File: src/design/aml_s5_sleep_type_extractor_unit_macros.svh
// Assertion macros used by the parser of the sleep-type extractor.
`ifndef AML_S5_SLEEP_TYPE_EXTRACTOR_UNIT_MACROS_SVH
`define AML_S5_SLEEP_TYPE_EXTRACTOR_UNIT_MACROS_SVH
`ifndef NO_ASSERTIONS
`define AML_S5_ASSERT_SAME(lbl, ante, cons) \
  lbl: assert property (@(posedge clk) disable iff (rst) (ante) |-> (cons)) \
    else $error("assertion failed in the same cycle");
`define AML_S5_ASSERT_NEXT(lbl, ante, cons) \
  lbl: assert property (@(posedge clk) disable iff (rst) (ante) |=> (cons)) \
    else $error("assertion failed in the next cycle");
`else
`define AML_S5_ASSERT_SAME(lbl, ante, cons)
`define AML_S5_ASSERT_NEXT(lbl, ante, cons)
`endif
`endif

File: src/design/aml_s5_pkg.sv
`default_nettype none
package aml_s5_pkg;

  localparam logic [3:0] PH_IDLE   = 4'd0;
  localparam logic [3:0] PH_U      = 4'd1;
  localparam logic [3:0] PH_US     = 4'd2;
  localparam logic [3:0] PH_US5    = 4'd3;
  localparam logic [3:0] PH_PKGOP  = 4'd4;
  localparam logic [3:0] PH_PKGLEN = 4'd5;
  localparam logic [3:0] PH_SKIP   = 4'd6;
  localparam logic [3:0] PH_COUNT  = 4'd7;
  localparam logic [3:0] PH_PREFIX = 4'd8;
  localparam logic [3:0] PH_BYTEV  = 4'd9;
  localparam logic [3:0] PH_WORDLO = 4'd10;
  localparam logic [3:0] PH_WORDHI = 4'd11;

  localparam logic [1:0] STATUS_FOUND     = 2'd0;
  localparam logic [1:0] STATUS_BAD_PREFIX = 2'd1;
  localparam logic [1:0] STATUS_NOT_FOUND = 2'd2;

  localparam logic [7:0] CHAR_UNDERSCORE = 8'h5F;
  localparam logic [7:0] CHAR_S          = 8'h53;
  localparam logic [7:0] CHAR_5          = 8'h35;
  localparam logic [7:0] OP_PACKAGE      = 8'h12;
  localparam logic [7:0] OP_BYTE_PREFIX  = 8'h0A;
  localparam logic [7:0] OP_WORD_PREFIX  = 8'h0B;
  localparam logic [7:0] OP_ZERO         = 8'h00;
  localparam logic [7:0] OP_ONE          = 8'h01;

  typedef struct packed {
    logic        valid;
    logic [1:0]  status;
    logic [15:0] sleep_type_a;
    logic [15:0] sleep_type_b;
  } res_t;

endpackage
`default_nettype wire

File: src/design/aml_s5_parser.sv
`default_nettype none
`include "aml_s5_sleep_type_extractor_unit_macros.svh"
module aml_s5_parser (
  input  wire logic          clk,
  input  wire logic          rst,
  input  wire logic          step,
  input  wire logic [7:0]    data_byte,
  input  wire logic          last_byte,
  output aml_s5_pkg::res_t   res
);

  logic [3:0]  phase;
  logic [3:0]  phase_next;
  logic [1:0]  skip_count;
  logic [1:0]  skip_count_next;
  logic        element_index;
  logic        element_index_next;
  logic [15:0] value_first;
  logic [15:0] value_first_next;
  logic [7:0]  value_partial;
  logic [7:0]  value_partial_next;
  logic        decided;
  logic        decided_next;
  logic        head_short;
  logic        head_short_next;
  logic        store;
  logic [15:0] store_value;

  always_comb begin
    phase_next         = phase;
    skip_count_next    = skip_count;
    element_index_next = element_index;
    value_first_next   = value_first;
    value_partial_next = value_partial;
    decided_next       = decided;
    head_short_next    = head_short;
    store              = 1'b0;
    store_value        = 16'd0;
    res                = '0;

    if (!decided) begin
      unique case (phase)
        aml_s5_pkg::PH_IDLE: begin
          phase_next = (data_byte == aml_s5_pkg::CHAR_UNDERSCORE) ?
                       aml_s5_pkg::PH_U : aml_s5_pkg::PH_IDLE;
        end
        aml_s5_pkg::PH_U: begin
          if (data_byte == aml_s5_pkg::CHAR_S) begin
            phase_next = aml_s5_pkg::PH_US;
          end else if (data_byte == aml_s5_pkg::CHAR_UNDERSCORE) begin
            phase_next = aml_s5_pkg::PH_U;
          end else begin
            phase_next = aml_s5_pkg::PH_IDLE;
          end
        end
        aml_s5_pkg::PH_US: begin
          if (data_byte == aml_s5_pkg::CHAR_5) begin
            phase_next = aml_s5_pkg::PH_US5;
          end else if (data_byte == aml_s5_pkg::CHAR_UNDERSCORE) begin
            phase_next = aml_s5_pkg::PH_U;
          end else begin
            phase_next = aml_s5_pkg::PH_IDLE;
          end
        end
        aml_s5_pkg::PH_US5: begin
          phase_next = (data_byte == aml_s5_pkg::CHAR_UNDERSCORE) ?
                       aml_s5_pkg::PH_PKGOP : aml_s5_pkg::PH_IDLE;
        end
        aml_s5_pkg::PH_PKGOP: begin
          if (data_byte == aml_s5_pkg::OP_PACKAGE) begin
            phase_next = aml_s5_pkg::PH_PKGLEN;
          end else if (data_byte == aml_s5_pkg::CHAR_S) begin
            phase_next = aml_s5_pkg::PH_US;
          end else if (data_byte == aml_s5_pkg::CHAR_UNDERSCORE) begin
            phase_next = aml_s5_pkg::PH_U;
          end else begin
            phase_next = aml_s5_pkg::PH_IDLE;
          end
        end
        aml_s5_pkg::PH_PKGLEN: begin
          skip_count_next = data_byte[7:6];
          head_short_next = (data_byte[7:6] == 2'd0);
          phase_next      = (data_byte[7:6] == 2'd0) ?
                            aml_s5_pkg::PH_COUNT : aml_s5_pkg::PH_SKIP;
        end
        aml_s5_pkg::PH_SKIP: begin
          skip_count_next = skip_count - 2'd1;
          if (skip_count == 2'd1) begin
            phase_next = aml_s5_pkg::PH_COUNT;
          end
        end
        aml_s5_pkg::PH_COUNT: begin
          element_index_next = 1'b0;
          phase_next         = aml_s5_pkg::PH_PREFIX;
        end
        aml_s5_pkg::PH_PREFIX: begin
          if (data_byte == aml_s5_pkg::OP_BYTE_PREFIX) begin
            phase_next = aml_s5_pkg::PH_BYTEV;
          end else if (data_byte == aml_s5_pkg::OP_WORD_PREFIX) begin
            phase_next = aml_s5_pkg::PH_WORDLO;
          end else if (data_byte == aml_s5_pkg::OP_ZERO ||
                       data_byte == aml_s5_pkg::OP_ONE) begin
            store       = 1'b1;
            store_value = {8'd0, data_byte};
          end else if (last_byte && !element_index && head_short) begin
            // The match began too close to the end of the stream to count.
            phase_next = aml_s5_pkg::PH_IDLE;
          end else begin
            res.valid    = 1'b1;
            res.status   = aml_s5_pkg::STATUS_BAD_PREFIX;
            decided_next = 1'b1;
            phase_next   = aml_s5_pkg::PH_IDLE;
          end
        end
        aml_s5_pkg::PH_BYTEV: begin
          store       = 1'b1;
          store_value = {8'd0, data_byte};
        end
        aml_s5_pkg::PH_WORDLO: begin
          value_partial_next = data_byte;
          phase_next         = aml_s5_pkg::PH_WORDHI;
        end
        aml_s5_pkg::PH_WORDHI: begin
          store       = 1'b1;
          store_value = {data_byte, value_partial};
        end
        default: begin
          phase_next = aml_s5_pkg::PH_IDLE;
        end
      endcase
    end

    if (store) begin
      if (!element_index) begin
        value_first_next   = store_value;
        element_index_next = 1'b1;
        phase_next         = aml_s5_pkg::PH_PREFIX;
      end else begin
        res.valid        = 1'b1;
        res.status       = aml_s5_pkg::STATUS_FOUND;
        res.sleep_type_a = value_first;
        res.sleep_type_b = store_value;
        decided_next     = 1'b1;
        phase_next       = aml_s5_pkg::PH_IDLE;
      end
    end

    if (last_byte) begin
      if (!decided && !res.valid) begin
        res.valid  = 1'b1;
        res.status = aml_s5_pkg::STATUS_NOT_FOUND;
      end
      phase_next         = aml_s5_pkg::PH_IDLE;
      skip_count_next    = 2'd0;
      element_index_next = 1'b0;
      value_first_next   = 16'd0;
      value_partial_next = 8'd0;
      decided_next       = 1'b0;
      head_short_next    = 1'b0;
    end
  end

  always_ff @(posedge clk) begin
    if (rst) begin
      phase         <= aml_s5_pkg::PH_IDLE;
      skip_count    <= 2'd0;
      element_index <= 1'b0;
      value_first   <= 16'd0;
      value_partial <= 8'd0;
      decided       <= 1'b0;
      head_short    <= 1'b0;
    end else if (step) begin
      phase         <= phase_next;
      skip_count    <= skip_count_next;
      element_index <= element_index_next;
      value_first   <= value_first_next;
      value_partial <= value_partial_next;
      decided       <= decided_next;
      head_short    <= head_short_next;
    end
  end

  `AML_S5_ASSERT_NEXT(a_decided_holds, step && decided && !last_byte, decided)
  `AML_S5_ASSERT_NEXT(a_last_rearms, step && last_byte,
                      phase == aml_s5_pkg::PH_IDLE && !decided)
  `AML_S5_ASSERT_SAME(a_error_values_zero,
                      res.valid && res.status != aml_s5_pkg::STATUS_FOUND,
                      res.sleep_type_a == 16'd0 && res.sleep_type_b == 16'd0)
  `AML_S5_ASSERT_SAME(a_one_result_per_stream,
                      res.valid, !decided)

endmodule
`default_nettype wire

File: src/design/aml_s5_out_reg.sv
`default_nettype none
module aml_s5_out_reg (
  input  wire logic         clk,
  input  wire logic         rst,
  input  wire logic         load,
  input  wire aml_s5_pkg::res_t res,
  output logic              free,
  output logic              result_valid,
  input  wire logic         result_ready,
  output logic [1:0]        status,
  output logic [15:0]       sleep_type_a,
  output logic [15:0]       sleep_type_b
);

  assign free = !result_valid || result_ready;

  always_ff @(posedge clk) begin
    if (rst) begin
      result_valid <= 1'b0;
    end else if (free) begin
      result_valid <= load && res.valid;
    end
  end

  always_ff @(posedge clk) begin
    if (free && load && res.valid) begin
      status       <= res.status;
      sleep_type_a <= res.sleep_type_a;
      sleep_type_b <= res.sleep_type_b;
    end
  end

endmodule
`default_nettype wire

File: src/design/aml_s5_sleep_type_extractor_unit.sv
// A byte is captured in the input register, stepped through the parser and its
// result is registered in the result register. Throughput: one byte per cycle;
// a result waiting at the output stalls the input until it is transferred out.
// Reset (synchronous, active high) returns the parser to the search for the
// first underscore and empties the input and result registers.
`default_nettype none
module aml_s5_sleep_type_extractor_unit (
  input  wire logic        clk,
  input  wire logic        rst,
  input  wire logic        item_valid,
  output logic             item_ready,
  input  wire logic [7:0]  data_byte,
  input  wire logic        last_byte,
  output logic             result_valid,
  input  wire logic        result_ready,
  output logic [1:0]       status,
  output logic [15:0]      sleep_type_a,
  output logic [15:0]      sleep_type_b
);

  logic             held_valid;
  logic [7:0]       held_byte;
  logic             held_last;
  logic             free;
  logic             step;
  aml_s5_pkg::res_t res;

  assign step       = held_valid && free;
  assign item_ready = !held_valid || free;

  always_ff @(posedge clk) begin
    if (rst) begin
      held_valid <= 1'b0;
    end else if (item_ready) begin
      held_valid <= item_valid;
    end
  end

  always_ff @(posedge clk) begin
    if (item_ready && item_valid) begin
      held_byte <= data_byte;
      held_last <= last_byte;
    end
  end

  aml_s5_parser u_parser (
    .clk       (clk),
    .rst       (rst),
    .step      (step),
    .data_byte (held_byte),
    .last_byte (held_last),
    .res       (res)
  );

  aml_s5_out_reg u_out_reg (
    .clk          (clk),
    .rst          (rst),
    .load         (step),
    .res          (res),
    .free         (free),
    .result_valid (result_valid),
    .result_ready (result_ready),
    .status       (status),
    .sleep_type_a (sleep_type_a),
    .sleep_type_b (sleep_type_b)
  );

endmodule
`default_nettype wire

File: config.mk
export PLATFORM = sky130hd
export DESIGN_NAME = aml_s5_sleep_type_extractor_unit
export DESIGN_NICKNAME = d
export VERILOG_FILES = /design/src/design/aml_s5_pkg.sv /design/src/design/aml_s5_parser.sv /design/src/design/aml_s5_out_reg.sv /design/src/design/aml_s5_sleep_type_extractor_unit.sv
export VERILOG_INCLUDE_DIRS = /design/src /design/src/design
export SDC_FILE = /design/constraint.sdc
export NUM_CORES = 1
export LEC_CHECK = 0
export ABC_AREA = 1
export ABC_CLOCK_PERIOD_IN_PS = 3300
export BUFFER_PORTS_ARGS = -buffer_cell sky130_fd_sc_hd__buf_4
export CORE_MARGIN = 4
export CORE_UTILIZATION = 57
export DETAILED_ROUTE_END_ITERATION = 10
export PLACE_DENSITY_LB_ADDON = 0.08
export SLEW_MARGIN = 20
export SYNTH_ARGS = -nofsm -noshare
export SYNTH_HDL_FRONTEND = slang
export SYNTH_SLANG_ARGS = --single-unit
File: constraint.sdc
create_clock -name clk -period 3.3 [get_ports clk]
set_input_delay 0.66 -clock clk [delete_from_list [all_inputs] [get_ports clk]]
set_output_delay 0.66 -clock clk [all_outputs]
set_load 0.02 [all_outputs]
==> results of run 1 <==
-- routing by layer --
metal | part of all wire [%] | vias to the layer above | track usage, % | routed length, um
met4 | 2.4 | 0 | 11.6 | 194
met5 | 0 | - | 0 | 0
li1 | - | 1519 | - | -
met3 | 7.2 | 19 | 3.86 | 571
met2 | 49 | 108 | 37.8 | 3870
met1 | 42 | 1390 | 28.6 | 3310
-- synthesized netlist by cell type, types with 2 or more instances --
library cell / number / share of area [%]
a21oi_1: 44 / 6.1
buf_2: 5 / 0.69
buf_6: 2 / 0.62
clkbuf_1: 8 / 0.83
dfxtp_1: 35 / 19
edfxtp_1: 43 / 36
inv_1: 55 / 5.7
inv_2: 4 / 0.42
nand2_1: 89 / 9.2
nand2_4: 4 / 1.2
nand3_1: 51 / 7.1
nand3_2: 2 / 0.55
nand4_1: 2 / 0.35
nor2_1: 65 / 6.7
nor2_2: 4 / 0.69
nor3_1: 11 / 1.5
o21ai_0: 6 / 0.83
-- sequential cells by signal, summed over array words and instances, names as in the netlist --
| signal | flops |
|---|---|
| held_valid | 1 |
| u_out_reg.sleep_type_b | 16 |
| u_parser.value_partial | 8 |
| u_out_reg.result_valid | 1 |
| u_parser.head_short | 1 |
| held_byte | 8 |
| u_out_reg.status | 2 |
| u_parser.skip_count | 2 |
| held_last | 1 |
| u_parser.decided | 1 |
| u_out_reg.sleep_type_a | 16 |
| u_parser.element_index | 1 |
| u_parser.phase | 4 |
| u_parser.value_first | 16 |
-- worst max path at each step --
stage / start / endpoint / slack, ns / cells after the start
2_1_floorplan: result_ready / u_out_reg.sleep_type_a[0]$_SDFFCE_PN0P_ / 0.90 / 6
3_3_place_gp: result_ready / u_out_reg.sleep_type_b[1]$_SDFFCE_PN0P_ / 1.02 / 11
3_5_place_dp: result_ready / u_out_reg.sleep_type_b[10]$_SDFFCE_PN0P_ / 0.95 / 11
4_1_cts: held_last$_DFFE_PP_ / u_out_reg.sleep_type_a[5]$_SDFFCE_PN0P_ / 1.07 / 10
5_1_grt: held_last$_DFFE_PP_ / u_out_reg.sleep_type_b[15]$_SDFFCE_PN0P_ / 0.84 / 10
6_report: held_last$_DFFE_PP_ / u_out_reg.sleep_type_b[14]$_SDFFCE_PN0P_ / 1.07 / 10
-- worst register-to-register path: cells and delay by family, from the launching register on --
family                 cells  cell delay, ns
buffers and inverters      2            0.69
DFF                        1            0.53
and+or+nand+nor            8            0.65
-- kinds of logic (layout without fill, tap and decap cells) --
group	Yosys count	after routing	synth area share (%)
buffers and inverters	74	127	8.27
AO/OA/AOI/OAI	52	52	7.37
adder cells (fa/ha/maj)	1	1	0.346
flip-flops	78	78	55.1
AND/OR/NAND/NOR	233	233	28.9
-- power by group through the flow --
stage / Combinational [uW] / Sequential [uW] / Clock, uW
6_report: 156 / 1070 / 656
3_3_place_gp: 153 / 1090 / 0
4_1_cts: 157 / 1070 / 665
3_5_place_dp: 156 / 1090 / 0
2_1_floorplan: 76.1 / 1110 / 0
5_1_grt: 174 / 1080 / 707
-- layout by cell type (no fill, tap or decap) --
cell / Yosys / layout
nand2_4: 4 / 4
nand3b_1: 1 / 1
nor2_8: 1 / 1
nor2_2: 4 / 4
clkbuf_8: 0 / 10
nor2_1: 65 / 65
nor3_1: 11 / 11
inv_6: 0 / 1
nand4_1: 2 / 2
nor2_4: 1 / 1
nand3_2: 2 / 2
a311oi_1: 1 / 1
nand2_1: 89 / 89
clkinv_4: 0 / 3
inv_1: 55 / 55
inv_2: 4 / 4
ha_1: 1 / 1
a211oi_1: 1 / 1
edfxtp_1: 43 / 43
clkinv_2: 0 / 2
nand3_1: 51 / 51
dfxtp_1: 35 / 35
o21ai_0: 6 / 6
buf_4: 0 / 52
nand2_2: 1 / 1
a21oi_1: 44 / 44
nor3_2: 1 / 1
-- area by class of cell --
type	count	share of cell area, %
Multi-Input combinational cell	286	31.5
Sequential cell	78	47.4
Tap cell	75	2.23
Clock buffer	10	3.27
Timing Repair Buffer	52	9.28
Inverter	59	5.27
Clock inverter	6	1.07
-- through the flow --
stage	cells	total power, uW
after global placement	550	1250
after detailed placement	550	1250
after global routing	566	1960
final	566	1880
after CTS	566	1890
after floorplan	438	1190
==> metrics, run 1 <==
Lkg Pwr 0.00161 uW; largest net degree at the start of global routing 35; Max-slew headroom 64.4%; Antenna diodes 0; Int Power 1400 uW; FF+latch count, synth 78; Critical Path Start Type flip-flop; post-route cell area 0.00421 mm^2; Clk network pwr share 34.8%; delay-heaviest family, CP buffers and inverters; Util after Layout 69.8%; multi-input logic area 0.00133 mm^2; clock sink total 78; hold path depth 2; Worst R2R Path Depth 10; DIE HEIGHT 87.6 um; Slowest-stage cell, CP edfxtp_1; share of the yosys chip area belonging to registers 55.1%; Final Hold Vio Count 0; router iterations before antenna repair 5; DP Wirelength 5730 um; placed cell areas 0.00402 mm^2; clk_skew 0.00766 ns; Synth cell types 25; nets@finish 500; antenna-violating nets left 0; Die Area 0.00768 mm^2; total grt overflow 0; IO buf count 48; Post-synth EDFFs 43; maximum VDD drop 0.261 mV; vias 3036; Sum Neg Setup Slack 0 ns; Hold WS 0.468 ns; vias in the first global route 2919; Post-Place Worst Slack 0.955 ns; mapped cell area 0.00362 mm^2; crit path DAT 2.24 ns; MaxCap Viol Count 0; row cnt 28; Root Driver clkbuf_8; Pwr per Cell Area 448 mW/mm^2; Gates resized, CTS repair 0; worst min-delay path category reg2reg; kind of critical path reg2reg; worst path cell trace inv_1 -> nor2_1 -> nand2_1 -> nand2_1 -> nor2_1 -> nand3_1 -> nand2_1 -> nand2_1 -> nand2_1 -> buf_4; worst-case clock buffer depth 2; Wirelength per Cell 14.0 um; worst path bufs/invs 2; clock latency on the worst-skew pair 0.36 ns; Min-Delay Endpoint u_parser.value_partial[1]$_SDFFE_PP0P_; Mean Syn Cell Area 8.26 um^2; final worst-path cycle share 67.5%; P_sw 483 uW; CTS H-Tree Depth 3; Synth Flop Type edfxtp_1; CTS clk-pin slew, worst paths 0.08 ns; Peak Freq 0.449 GHz; die width 87.6 um; reg-to-reg slack, setup 1.07 ns; CP Data Required Time 3.31 ns; GPL Wtd Cong 0.938; CTS tree done; Reg2Reg Launch Point held_last$_DFFE_PP_; hold_buf cts 0; DRT iter0 DRCs 168; Yosys warning count 0; Seq. cell area 0.00199 mm^2; io pins 49; first-pass GRT wire length 13500 um; Final Max Tran Viols 0; number of remaining DRC errors 0; sw frac 25.6%; Detailed Route WL 7940 um; via/cell ratio 5.36; minimum clock period 2.23 ns; Hold Startpoint u_parser.value_partial[1]$_SDFFE_PP0P_; slowest stage delay, CP 0.53 ns; core area 0.00603 mm^2; Least-Margin Pin Slew 0.531 ns; Net Count, Synth 452; Worst setup EP type flip-flop; area delta synth->final 16.3%; Worst path most repeated cell nand2_1; starting density of the core 60.0%; post-CTS setup buffers 0; Setup violations, final 0; setup ws final 1.07 ns; Total GRT Usage 22.8%; worst-path maximum fanout 34; antenna violations before repair 0; clock buffers created by TritonCTS 9; layout cell share with drive strength beyond 1 17.5%; Sequential Power Share 56.9%; Synth Instances 438; Critical R2R Capture u_out_reg.sleep_type_b[14]$_SDFFCE_PN0P_; status complete, no violations; asr flop ratio synth 0%; fillers 507; Comb pwr share 8.3%; RSZ-0062 raised after global routing false
Note: power is estimated with default switching activity, not from simulation.
==> inputs of run 2 (changes only) <==
--- a/config.mk
+++ b/config.mk
@@ -7,10 +7,10 @@
 export NUM_CORES = 1
 export LEC_CHECK = 0
 export ABC_AREA = 1
-export ABC_CLOCK_PERIOD_IN_PS = 3300
+export ABC_CLOCK_PERIOD_IN_PS = 1900
 export BUFFER_PORTS_ARGS = -buffer_cell sky130_fd_sc_hd__buf_4
 export CORE_MARGIN = 4
-export CORE_UTILIZATION = 57
+export CORE_UTILIZATION = 52
 export DETAILED_ROUTE_END_ITERATION = 10
 export PLACE_DENSITY_LB_ADDON = 0.08
 export SLEW_MARGIN = 20
==> constraint.sdc (replaced) <==
create_clock -name clk -period 1.9 [get_ports clk]
set_input_delay 0.38 -clock clk [delete_from_list [all_inputs] [get_ports clk]]
set_output_delay 0.38 -clock clk [all_outputs]
set_load 0.02 [all_outputs]
==> metrics, run 2 (synthesis gave the netlist of run 1 again) <==
status complete, no violations (unchanged); DRT iter0 DRCs 151 (was 168); worst path cell trace buf_4 -> inv_1 -> nand2_1 -> nor2_1 -> o21ai_1 -> nand3_1 -> nand2_1 -> nand2_4 -> nand2_8 (was inv_1 -> nor2_1 -> nand2_1 -> nand2_1 -> nor2_1 -> nand3_1 -> nand2_1 -> nand2_1 -> nand2_1 -> buf_4); met1 global-route usage 26.7% (was 28.6%); leading cell type in the layout, fill and taps excluded nand2_1 (unchanged); met3 usage 3.56% (was 3.86%); clock sink total 78 (unchanged); worst-case clock buffer depth 2 (unchanged); crit path DAT 1.84 ns (was 2.24 ns); RSZ-0062 raised after global routing false (unchanged); worst min-delay path category in2reg (was reg2reg); CTS H-Tree Depth 3 (unchanged); area delta synth->final 25.9% (was 16.3%); clk_skew 0.00743 ns (was 0.00766 ns); top flop regs u_out_reg.sleep_type_a: 16 flops, u_out_reg.sleep_type_b: 16 flops, u_parser.value_first: 16 flops (unchanged); global routing usage on met2 37.0% (was 37.8%); maximum VDD drop 0.587 mV (was 0.261 mV); Root Driver clkbuf_8 (unchanged); largest net degree at the start of global routing 35 (unchanged); clock buffers created by TritonCTS 9 (unchanged); Least-Margin Pin Slew 0.563 ns (was 0.531 ns); Setup violations, final 0 (unchanged); setup ws final 0.132 ns (was 1.07 ns); Post-Place Worst Slack -0.0180 ns (was 0.955 ns); Worst setup EP type flip-flop (unchanged); final worst-path cycle share 93.0% (was 67.5%); antenna-violating nets left 0 (unchanged); first-pass GRT wire length 14200 um (was 13500 um); vias 3173 (was 3036); Final Hold Vio Count 0 (unchanged); vias in the first global route 2982 (was 2919); Worst path most repeated cell nand2_1 (unchanged); slowest stage delay, CP 0.41 ns (was 0.53 ns); DP Wirelength 6200 um (was 5730 um); via/cell ratio 5.26 (was 5.36); multi-input logic area 0.00138 mm^2 (was 0.00133 mm^2); row cnt 30 (was 28); GPL Wtd Cong 0.977 (was 0.938); number of remaining DRC errors 0 (unchanged); Slowest-stage cell, CP edfxtp_1 (unchanged); total grt overflow 0 (unchanged); die width 91.4 um (was 87.6 um); Detailed Route WL 8840 um (was 7940 um); Critical Path Start Type flip-flop (unchanged); core area 0.00676 mm^2 (was 0.00603 mm^2); io pins 49 (unchanged); Peak Freq 0.566 GHz (was 0.449 GHz); most frequent cells in the layout 87 x nand2_1, 81 x buf_4, 64 x nor2_1 (was 89 x nand2_1, 65 x nor2_1, 55 x inv_1); router iterations before antenna repair 6 (was 5); post-route cell area 0.00455 mm^2 (was 0.00421 mm^2); worst-path maximum fanout 17 (was 34); clock latency on the worst-skew pair 0.35 ns (was 0.36 ns); Pwr per Cell Area 793 mW/mm^2 (was 448 mW/mm^2); Hold WS 0.198 ns (was 0.468 ns); fillers 576 (was 507); nets@finish 532 (was 500); Die Area 0.00835 mm^2 (was 0.00768 mm^2); minimum clock period 1.77 ns (was 2.23 ns); Total GRT Usage 21.5% (was 22.8%); busiest grt layer met2 (unchanged); Wirelength per Cell 14.7 um (was 14.0 um); placed cell areas 0.00428 mm^2 (was 0.00402 mm^2); DIE HEIGHT 91.4 um (was 87.6 um); CTS tree done (unchanged); MaxCap Viol Count 0 (unchanged); Antenna diodes 0 (unchanged); antenna violations before repair 0 (unchanged); starting density of the core 53.5% (was 60.0%); Lkg Pwr 0.00180 uW (was 0.00161 uW); Seq. cell area 0.00199 mm^2 (unchanged); CP Data Required Time 1.97 ns (was 3.31 ns); CTS clk-pin slew, worst paths 0.08 ns (about the same); Final Max Tran Viols 0 (unchanged); kind of critical path reg2reg (unchanged); Max-slew headroom 62.3% (was 64.4%); layout cell share with drive strength beyond 1 23.1% (was 17.5%); IO buf count 48 (unchanged)
==> run 2: final timing paths <==
check                                    startpoint                                       to  slack [ns]  cells after the start
max reg2reg                  held_byte[7]$_DFFE_PP_  u_out_reg.sleep_type_b[7]$_SDFFCE_PN0P_        0.13                      9
max                          held_byte[7]$_DFFE_PP_  u_out_reg.sleep_type_b[7]$_SDFFCE_PN0P_        0.13                      9
min                                    data_byte[4]                   held_byte[4]$_DFFE_PP_        0.20                      1
min reg2reg  u_parser.value_partial[6]$_SDFFE_PP0P_   u_parser.value_partial[6]$_SDFFE_PP0P_        0.46                      2
==> run 2: worst max-delay path, delay by kind of cell, from the launching register on <==
family | cells | cell delay, ns
AOI/OAI and AO/OA | 1 | 0.11
buffers and inverters | 2 | 0.27
DFF | 1 | 0.41
and+or+nand+nor | 6 | 0.70
==> run 2: timing repair <==
item,in CTS,in global routing
cloned,0,1
resized for setup,1,7
buffers inserted,0,0
hold buffers,0,0
pin swaps,0,1
endpoints found under the setup margin,34,40
==> run 2: final cells by class <==
type | count | area share, %
flip-flops and latches | 78 | 43.8
multi-input cells | 287 | 30.2
repair buffers | 83 | 14.0
inverters | 59 | 4.87
clock buffers | 11 | 3.11
well taps | 80 | 2.20
clock inverters | 5 | 1.81
==> run 2: power breakdown <==
group / internal, uW / switching [uW]
sequential: 1830 / 23.8
combinational: 129 / 212
clock: 782 / 636
==> run 2: routing by layer <==
layer	wire length [um]	part of all wire, %	up-vias
met4	140	1.6	0
met2	4390	50	103
met3	440	5.0	13
li1	-	-	1586
met5	0	0	-
met1	3870	44	1471
==> run 2: metrics by stage <==
stage | instances | total power [uW] | setup TNS (ns) | utilization [%]
4_1_cts | 602 | 3610 | 0 | 66.8
2_1_floorplan | 438 | 2060 | 0 | -
3_3_place_gp | 586 | 2210 | 0 | 63.4
5_1_grt | 603 | 3740 | 0 | 67.4
6_report | 603 | 3610 | 0 | 67.4
3_5_place_dp | 586 | 2220 | -0.525 | 63.4
==> inputs of run 3 (changes only) <==
--- a/config.mk
+++ b/config.mk
@@ -13,6 +13,7 @@
 export CORE_UTILIZATION = 52
 export DETAILED_ROUTE_END_ITERATION = 10
 export PLACE_DENSITY_LB_ADDON = 0.08
+export RECOVER_POWER = 25
 export SLEW_MARGIN = 20
 export SYNTH_ARGS = -nofsm -noshare
 export SYNTH_HDL_FRONTEND = slang
==> metrics, run 3 (synthesis gave the netlist of run 1 again) <==
status complete, no violations (unchanged); Hold Startpoint data_byte[4] (unchanged); Final Hold Vio Count 0 (unchanged); Final Max Tran Viols 0 (unchanged); CP Data Required Time 1.97 ns (about the same); largest net degree at the start of global routing 35 (unchanged); leading cell type in the layout, fill and taps excluded nand2_1 (unchanged); Reg2Reg Launch Point held_byte[7]$_DFFE_PP_ (unchanged); GPL Wtd Cong 0.977 (unchanged); die width 91.4 um (unchanged); via/cell ratio 5.33 (was 5.26); layout cell share with drive strength beyond 1 20.1% (was 23.1%); clock latency on the worst-skew pair 0.35 ns (about the same); clk_skew 0.00670 ns (was 0.00743 ns); Total Power 3590 uW (was 3610 uW); area delta synth->final 24.2% (was 25.9%); router iterations before antenna repair 5 (was 6); Setup violations, final 0 (unchanged); Critical R2R Capture u_out_reg.sleep_type_b[7]$_SDFFCE_PN0P_ (unchanged); CTS clk-pin slew, worst paths 0.08 ns (about the same); top flop regs u_out_reg.sleep_type_a: 16 flops, u_out_reg.sleep_type_b: 16 flops, u_parser.value_first: 16 flops (unchanged); total grt overflow 0 (unchanged); Critical Path Start Type flip-flop (unchanged); io pins 49 (unchanged); starting density of the core 53.5% (unchanged); antenna-violating nets left 0 (unchanged); reg-to-reg slack, setup 0.14 ns (was 0.13 ns); hold_buf cts 0 (unchanged); Seq. cell area 0.00199 mm^2 (unchanged); clock sink total 78 (unchanged); number of remaining DRC errors 0 (unchanged); DP Wirelength 6200 um (unchanged); clock buffers created by TritonCTS 9 (unchanged); post-route cell area 0.00449 mm^2 (was 0.00455 mm^2); final worst-path cycle share 92.7% (was 93.0%); multi-input logic area 0.00138 mm^2 (unchanged); MaxCap Viol Count 0 (unchanged); maximum VDD drop 0.581 mV (was 0.587 mV); placed insts 586 (unchanged); placed cell areas 0.00428 mm^2 (unchanged); row cnt 30 (unchanged); hold path depth 1 (unchanged); Peak Freq 0.568 GHz (was 0.566 GHz); Root Driver clkbuf_8 (unchanged); Non-Filler Instances 603 (unchanged); RSZ-0062 raised after global routing false (unchanged); Total GRT Usage 21.5% (unchanged); Pwr per Cell Area 800 mW/mm^2 (was 793 mW/mm^2); Worst R2R Path Depth 9 (unchanged); Lkg Pwr 0.00174 uW (was 0.00180 uW); kind of critical path reg2reg (unchanged); Worst setup EP type flip-flop (unchanged); worst-path maximum fanout 17 (unchanged); Die Area 0.00835 mm^2 (unchanged); core area 0.00676 mm^2 (unchanged); IO buf count 48 (unchanged); nets@finish 532 (unchanged); Least-Margin Pin Slew 0.576 ns (was 0.563 ns); CTS H-Tree Depth 3 (unchanged); vias 3216 (was 3173); worst min-delay path category in2reg (unchanged); fillers 591 (was 576); Min-Delay Endpoint held_byte[4]$_DFFE_PP_ (unchanged); vias in the first global route 2982 (unchanged); first-pass GRT wire length 14200 um (unchanged); DIE HEIGHT 91.4 um (unchanged); minimum clock period 1.76 ns (was 1.77 ns); CTS tree done (unchanged); Antenna diodes 0 (unchanged); antenna violations before repair 0 (unchanged); most frequent cells in the layout 87 x nand2_1, 64 x nor2_1, 56 x buf_4 (was 87 x nand2_1, 81 x buf_4, 64 x nor2_1); worst-case clock buffer depth 2 (unchanged); Detailed Route WL 8860 um (was 8840 um); Wirelength per Cell 14.7 um (about the same); crit path DAT 1.83 ns (was 1.84 ns); DRT iter0 DRCs 153 (was 151); Max-slew headroom 61.5% (was 62.3%)
run 3: cell count changes in the layout (fill, tap and decap cells not counted):
cell	previous run	this run
clkbuf_4	0	9
buf_4	81	56
clkbuf_1	1	17
run 3: final cells by class:
cell class,instances,area share [%]
inverters,59,4.93
multi-input cells,287,30.6
flip-flops and latches,78,44.3
clock inverters,5,1.84
repair buffers,83,12.9
well taps,80,2.23
clock buffers,11,3.15
run 3: worst max path at each step:
stage	end	from	slack, ns	cells after the start
final	u_out_reg.sleep_type_b[7]$_SDFFCE_PN0P_	held_byte[7]$_DFFE_PP_	0.14	9
after global routing	u_out_reg.sleep_type_b[7]$_SDFFCE_PN0P_	held_byte[7]$_DFFE_PP_	0.001	9
after CTS	u_out_reg.sleep_type_b[7]$_SDFFCE_PN0P_	held_byte[7]$_DFFE_PP_	0.04	9
after detailed placement	u_out_reg.sleep_type_b[1]$_SDFFCE_PN0P_	held_byte[1]$_DFFE_PP_	-0.02	7
after global placement	u_out_reg.sleep_type_a[0]$_SDFFCE_PN0P_	held_byte[1]$_DFFE_PP_	0.03	7
after floorplan	u_out_reg.sleep_type_a[0]$_SDFFCE_PN0P_	held_byte[7]$_DFFE_PP_	0.1	9
run 3: metrics by stage:
step           worst slack, ns  setup TNS [ns]  hold slack, ns  util [%]
2_1_floorplan           0.0967               0           0.441         -
3_3_place_gp            0.0332               0           0.450      63.4
3_5_place_dp           -0.0180          -0.525           0.452      63.4
4_1_cts                 0.0407               0           0.194      66.8
5_1_grt                0.00116               0           0.209      66.5
6_report                 0.139               0           0.224      66.5
run 3: what timing repair did:
action / CTS / global route
gates cloned: 0 / 1
gates resized for setup: 1 / 7
buffers inserted: 0 / 0
pin swaps: 0 / 1
setup endpoints to repair: 34 / 40
run 3: power by group:
| group | internal, uW | switching [uW] |
|---|---|---|
| clock | 782 | 630 |
| combinational | 117 | 212 |
| sequential | 1830 | 23.7 |
| total | 2730 | 867 |
run 3: layer usage:
| layer | global-route usage, % | share of wire (%) | up-vias | wire length [um] |
|---|---|---|---|---|
| li1 | - | - | 1588 | - |
| met1 | 26.7 | 44 | 1498 | 3920 |
| met2 | 37.0 | 49 | 118 | 4330 |
| met3 | 3.56 | 5.6 | 12 | 493 |
| met4 | 8.29 | 1.3 | 0 | 116 |
| met5 | 0 | 0 | - | 0 |
run 3: worst max-delay path, cell delays in order, from the launching register on:
cell	delay, ns
edfxtp_1	0.41
buf_4	0.16
inv_1	0.09
nand2_1	0.10
nor2_1	0.12
o21ai_1	0.11
nand3_1	0.10
nand2_1	0.10
nand2_4	0.15
nand2_8	0.13
